**config.mk**
```make
export PLATFORM = sky130hd
export DESIGN_NAME = pdfs_div
export DESIGN_NICKNAME = d
export VERILOG_FILES = /design/src/hdl/particle_distance_field_splat_macros.svh /design/src/hdl/pdfs_pkg.sv /design/src/hdl/pdfs_div.sv
export SDC_FILE = /design/constraint.sdc
export NUM_CORES = 1
export LEC_CHECK = 0
export ABC_AREA = 1
export BUFFER_PORTS_ARGS = -buffer_cell sky130_fd_sc_hd__buf_2
export CAP_MARGIN = 30
export CORE_MARGIN = 8
export CORE_UTILIZATION = 57
export DETAILED_ROUTE_END_ITERATION = 16
export PLACE_DENSITY_LB_ADDON = 0.25
export SYNTH_ARGS = -nofsm -noshare
export SYNTH_HDL_FRONTEND = slang
export SYNTH_SLANG_ARGS = --single-unit
export TNS_END_PERCENT = 5
```
**constraint.sdc**
```tcl
create_clock -name clk_i -period 2.3 [get_ports clk_i]
set_input_delay 0.345 -clock clk_i [delete_from_list [all_inputs] [get_ports clk_i]]
set_output_delay 0.345 -clock clk_i [all_outputs]
set_load 0.05 [all_outputs]
```
**src/hdl/particle_distance_field_splat_macros.svh**
```systemverilog
// assertion helpers shared by the splat block
`ifndef PARTICLE_DISTANCE_FIELD_SPLAT_MACROS_SVH
`define PARTICLE_DISTANCE_FIELD_SPLAT_MACROS_SVH

// same-cycle implication, checked out of reset
`define PDFS_ASSERT_IMP(label, ante, cons, msg) \
  label: assert property (@(posedge clk_i) disable iff (!rst_ni) (ante) |-> (cons)) \
    else $error(msg);

// next-cycle implication, checked out of reset
`define PDFS_ASSERT_NEXT(label, ante, cons, msg) \
  label: assert property (@(posedge clk_i) disable iff (!rst_ni) (ante) |=> (cons)) \
    else $error(msg);

`endif

```
**src/hdl/pdfs_pkg.sv**
```systemverilog
`timescale 1ns / 1ps
package pdfs_pkg;

  // command codes
  localparam logic [1:0] CMD_CLEAR = 2'd0;
  localparam logic [1:0] CMD_SPLAT = 2'd1;
  localparam logic [1:0] CMD_READ  = 2'd2;

  // configuration register indexes
  localparam logic [2:0] REG_ORIGIN_X  = 3'd0;
  localparam logic [2:0] REG_ORIGIN_Y  = 3'd1;
  localparam logic [2:0] REG_ORIGIN_Z  = 3'd2;
  localparam logic [2:0] REG_CELL_SIZE = 3'd3;
  localparam logic [2:0] REG_SHELL_RAD = 3'd4;
  localparam logic [2:0] REG_SIZE_X    = 3'd5;
  localparam logic [2:0] REG_SIZE_Y    = 3'd6;
  localparam logic [2:0] REG_SIZE_Z    = 3'd7;

  // window bound divider widths
  localparam int unsigned DIV_NUM_W = 28;
  localparam int unsigned DIV_DEN_W = 24;
  localparam int unsigned DIV_CNT_W = 5;

  // divider status toward the sequencer
  typedef struct packed {
    logic busy;
    logic done;
  } div_status_t;

endpackage

```
**src/hdl/pdfs_div.sv**
```systemverilog
`timescale 1ns / 1ps
module pdfs_div import pdfs_pkg::*; (
  input  logic                 clk_i,
  input  logic                 rst_ni,
  input  logic                 start_i,
  input  logic [DIV_NUM_W-1:0] num_i,
  input  logic [DIV_DEN_W-1:0] den_i,
  output logic [DIV_NUM_W-1:0] quot_o,
  output div_status_t          status_o
);

  logic [DIV_NUM_W-1:0] quo_q;
  logic [DIV_DEN_W-1:0] rem_q;
  logic [DIV_DEN_W-1:0] den_q;
  logic [DIV_CNT_W-1:0] cnt_q;
  logic                 busy_q;
  logic                 done_q;
  logic [DIV_DEN_W:0]   shift_rem;
  logic                 fits;

  // one restoring step per cycle
  assign shift_rem = {rem_q, quo_q[DIV_NUM_W-1]};
  assign fits      = shift_rem >= {1'b0, den_q};

  always_ff @(posedge clk_i or negedge rst_ni) begin
    if (!rst_ni) begin
      busy_q <= 1'b0;
      done_q <= 1'b0;
      cnt_q  <= '0;
    end else begin
      done_q <= 1'b0;
      if (start_i) begin
        busy_q <= 1'b1;
        cnt_q  <= '0;
      end else if (busy_q) begin
        cnt_q <= cnt_q + 1'b1;
        if (cnt_q == DIV_CNT_W'(DIV_NUM_W - 1)) begin
          busy_q <= 1'b0;
          done_q <= 1'b1;
        end
      end
    end
  end

  // datapath
  always_ff @(posedge clk_i) begin
    if (start_i) begin
      quo_q <= num_i;
      rem_q <= '0;
      den_q <= den_i;
    end else if (busy_q) begin
      quo_q <= {quo_q[DIV_NUM_W-2:0], fits};
      rem_q <= fits ? DIV_DEN_W'(shift_rem - {1'b0, den_q}) : shift_rem[DIV_DEN_W-1:0];
    end
  end

  assign quot_o        = quo_q;
  assign status_o.busy = busy_q;
  assign status_o.done = done_q;

endmodule

```
# Yosys cells after proc, flatten, opt, wreduce, memory -nomap -nowiden
# Cells that the tools add are included.
# totals
regBits	83
wordCells	22
latchBits	0
romBits	0
input_bits	55
out_inout_bits	30
mem_count	0
mem_bits_rw	0
# classes
n_mux	11
reduce_logical	1
add_sub_neg	2
n_eq_ne	1
div	0
bitwise_logic	0
n_shift	0
n_lt_le_gt_ge	1
mul	0
# ops
op	n
2-to-1 mux 28 bit	2
>= comparator 25 x 24 -> 1 bit	1
2-to-1 mux 24 bit	1
subtractor 24 bit	1
2-to-1 mux 5 bit	2
2-to-1 mux 1 bit	6
adder 5 x 1 -> 5 bit, second input constant	1
== test 5 bit, second input constant	1
nonzero test 2 bit	1

# Depth between registers and ports, before layout
# logic_depth
ltp_word	4
ltp_mapped	14
depth_no_buf	14

# Worst setup path before layout
# No wires, ideal clock.
# synth_timing
kind	flip-flop to flip-flop
from	reg quo_q[27], in the netlist quot_o[27]
to	reg rem_q[8]
path_buffers	0
period_less_slack_ns	2.240
t_required_ns	2.132
setup_slack_ns	0.060
path_stages_with_launch	11
arrival_ns	2.072
setup_time_ns	0.168
path_cell_list	edfxtp_1 -> inv_1 -> ha_1 -> fa_1 -> inv_1 -> a21oi_1 -> o21bai_1 -> xnor2_1 -> nand2_1 -> nand3_1 -> o21ai_1
# synth_via
elab_chain_len	2
elab_cells_between_ends	3
classes_between	add/sub: 1; order compare: 1; mux: 1
# synth_rtl
item	line	text
from (decl)	pdfs_div.sv:12	logic [DIV_NUM_W-1:0] quo_q;
from (signal assigned)	pdfs_div.sv:48	quo_q <= num_i;
from (signal assigned)	pdfs_div.sv:52	quo_q <= {quo_q[DIV_NUM_W-2:0], fits};
subtractor 24 bit or >= comparator 25 x 24 -> 1 bit (tied branches)	pdfs_div.sv:53, pdfs_div.sv:23	
2-to-1 mux 24 bit *	pdfs_div.sv:53	rem_q <= fits ? DIV_DEN_W'(shift_rem - {1'b0, den_q}) : shift_rem[DIV_DEN_W-1:0];
to (signal assigned)	pdfs_div.sv:53	
to (decl)	pdfs_div.sv:13	logic [DIV_DEN_W-1:0] rem_q;
# Every way passes the cells marked *; elsewhere a longest branch is shown, timed or not.
# A chain may end at the register's enable or synchronous reset.

# Worst setup path after layout
# layout_timing
from	reg quo_q[27], in the netlist quot_o[27]
to	reg rem_q[16]
# The elaborated chain is that of the path after synthesis.

==> run summary <==
Status - complete, no violations
Worst clock skew - 0.0169 ns
Mean Syn Cell Area - 7.17 um2
Reg2reg path depth - 11
P_leak - 3.26 nW
TritonCTS clock tree - yes
XOR/XNOR Fraction of Synth Area - 1.82%
Reg clk slew, reported paths - 0.10 ns
Unrepaired setup endpoints after global routing - yes
Top cells by area, synth - edfxtp_1 (30%), nand2_1 (20%), inv_1 (10%)
Final core utilization - 66.3%
Yosys cell types - 34
DRT Pass-1 Iters - 5
Post-DP HPWL - 9.93 mm
Syn Inst Count - 738
Pwr Density - 956 nW/um2
Synth Cell Area - 5290 um2
RD Place Congestion - 0.975
Max Buffers Root-to-Sink - 2
Compound-Gate Fraction of Synth Area - 3.50%
# diodes - 0
First-pass GRT wire length - 22.1 mm
Vias - 4854
Post-route ant nets - 0
Worst hold path depth - 1
Top-area cell type share of the netlist area - 29.5%
Tcrit/Tclk final - 95.9%
Clk_lat worst skew - 0.37 ns
Largest net degree at the start of global routing - 41
Max-slew violations - 0
Simple-gate share of the synthesized area - 34.2%
Area leader, netlist - edfxtp_1
IO Port Bufs - 84
Detailed-route DRC error count - 0
Post-synthesis sequential area ratio - 41.9%
Total power - 5.78 mW
Switching Share - 44.7%
Die Width - 112 um
Vias in the first global route - 4953
Most frequent cells in the layout - nand2_1 (283), inv_1 (143), buf_2 (84), edfxtp_1 (52), nand3_1 (50)
Synth Warn # - 0
Mux share of post-synthesis cell area - 0%
Area delta synth->final - 14.2%
Commonest non-fill, non-tap cell in the layout - nand2_1
Nets@finish - 906
Share of cells above drive strength 1 - 15.7%
Row count - 35
Net Switching - 2.58 mW
WP data arrival - 2.47 ns
Largest family of logic cells by synthesized area - simple AND/OR/NAND/NOR gates
Post-route insts no fill - 941
Slew @ Worst Pin - 0.423 ns
DR iter-0 viols - 212
Setup slack after layout - 0.0952 ns
Antenna violations before repair - 0
H-tree levels - 3
Post-Synth Adder-Cell Area - 6.29%
CTS root buf - clkbuf_8
Hold Violations, Final - 0
Total wire length - 13.3 mm
Clk network pwr share - 17.4%
R2R Setup Slk - 0.1 ns
Maxcap violations - 0
Sequential power share - 34.3%
Dominant synthesized flop cell - edfxtp_1
CP Max Fanout - 3
Die area - 12600 um2
Clock period minus final worst setup slack - 2.20 ns
Startpoint types - flip-flop
Clock buffer count from CTS - 9
Core area - 9110 um2
Die Ht - 112 um
Pre-CTS setup slack - 0.0388 ns
Gr usage total - 21.4%
TritonCTS sink count - 83
Setup crit end kind - flip-flop
Async set-reset flop share out of synthesis - 8.43%
EDFF count, synth - 52
Hold Path Class - input pin to flip-flop
Int Pwr - 3.20 mW
Initial Utilization - 58.1%
Crit path kind - flip-flop to flip-flop
Post-Place Cells - 924
Max transition margin - 71.8%
# IOs - 85
FMAX - 454 MHz
Grt ovf - 0
Final setup vio count - 0
Seq cells post-synth - 83
Via-per-instance ratio - 5.16
Peak supply drop - 0.000452 V
CP Data Required Time - 2.56 ns
DR WL/cell - 14.1 um
Mapped Nets - 819
Combinational Power Share - 48.3%
final cells by class:
| class | count | area, um2 |
|---|---|---|
| fillers | 801 | 3070 |
| flip-flops and latches | 83 | 2220 |
| clock inverters | 6 | 48.8 |
| multi-input cells | 489 | 2430 |
| well taps | 111 | 139 |
| repair buffers | 97 | 533 |
| inverters | 145 | 544 |
| clock buffers | 10 | 128 |
synth_stat cells, types with 2 or more instances:
master,instances
nor2_1,32
dfxtp_1,24
buf_2,5
nand2_2,2
nand4_1,29
nand3_1,50
nor2_2,2
o21bai_1,2
edfxtp_1,52
inv_2,2
o21ai_0,8
inv_1,143
nor4_1,2
buf_6,2
buf_4,2
o21ai_1,6
nor3_1,7
a21oi_1,14
nand3_2,7
clkbuf_1,12
nand2_1,283
xnor2_1,10
dfrtp_1,7
ha_1,25
sequential cells by signal, summed over array words and instances, names as in the netlist:
register,flops
done_q,1
rem_q,24
den_q,24
busy_q,1
cnt_q,5
quot_o,28
critical path, cell delays in order (launching register included):
cell      delay, ns
edfxtp_1       0.43
inv_1          0.10
ha_1           0.24
fa_1           0.41
inv_1          0.12
a21oi_1        0.14
o21bai_2       0.22
nand2_1        0.13
nand3_1        0.11
nand3_2        0.07
nand3_1        0.09
nand2_1        0.05
path summary, 6_finish.rpt:
path	start	end
setup / recovery	quot_o[27]	rem_q[16]
hold / removal	den_i[20]	den_q[20]
setup reg to reg	quot_o[27]	rem_q[16]
hold reg to reg	rem_q[20]	rem_q[20]
max in group asynchronous	rst_ni	cnt_q[2]
min in group asynchronous	rst_ni	busy_q
through the flow:
stage / hold slack [ns] / TNS (ns) / area [um2]
floorplan: 0.0494 / 0 / 5290
global placement: 0.183 / 0 / 5850
detailed placement: 0.186 / 0 / 5850
CTS: 0.135 / 0 / 6030
global route: 0.138 / -1.10 / 6040
finish: 0.142 / 0 / 6040
power groups by stage:
stage / clock (mW) / sequential, mW / combinational (mW)
floorplan: 0 / 2.16 / 1.97
global placement: 0 / 2.00 / 2.68
detailed placement: 0 / 2.01 / 2.73
CTS: 1.03 / 1.98 / 2.76
global route: 1.07 / 2.01 / 3.12
finish: 1.01 / 1.98 / 2.79
repair_timing:
action                     in CTS  in global routing
hold buffers                    1                  0
hold endpoints to repair        7                  0
resized for setup               0                  2
setup endpoints to repair       0                 24
setup buffers                   0                  0
logic make-up (layout without fill, tap and decap cells):
kind of cell,count (synthesis),after routing
AOI/OAI and AO/OA,33,33
xor gates and xnor gates,11,11
adders and majority gates,26,26
buffers and inverters,166,258
DFF,83,83
and+or+nand+nor,419,419
per-layer routing:
layer	part of all wire, %	GRT usage, %
met1	44	25.7
met2	45	35.2
met3	8.5	6.07
met4	1.9	9.44
met5	0	0
Power figures use the tool's default switching activity.
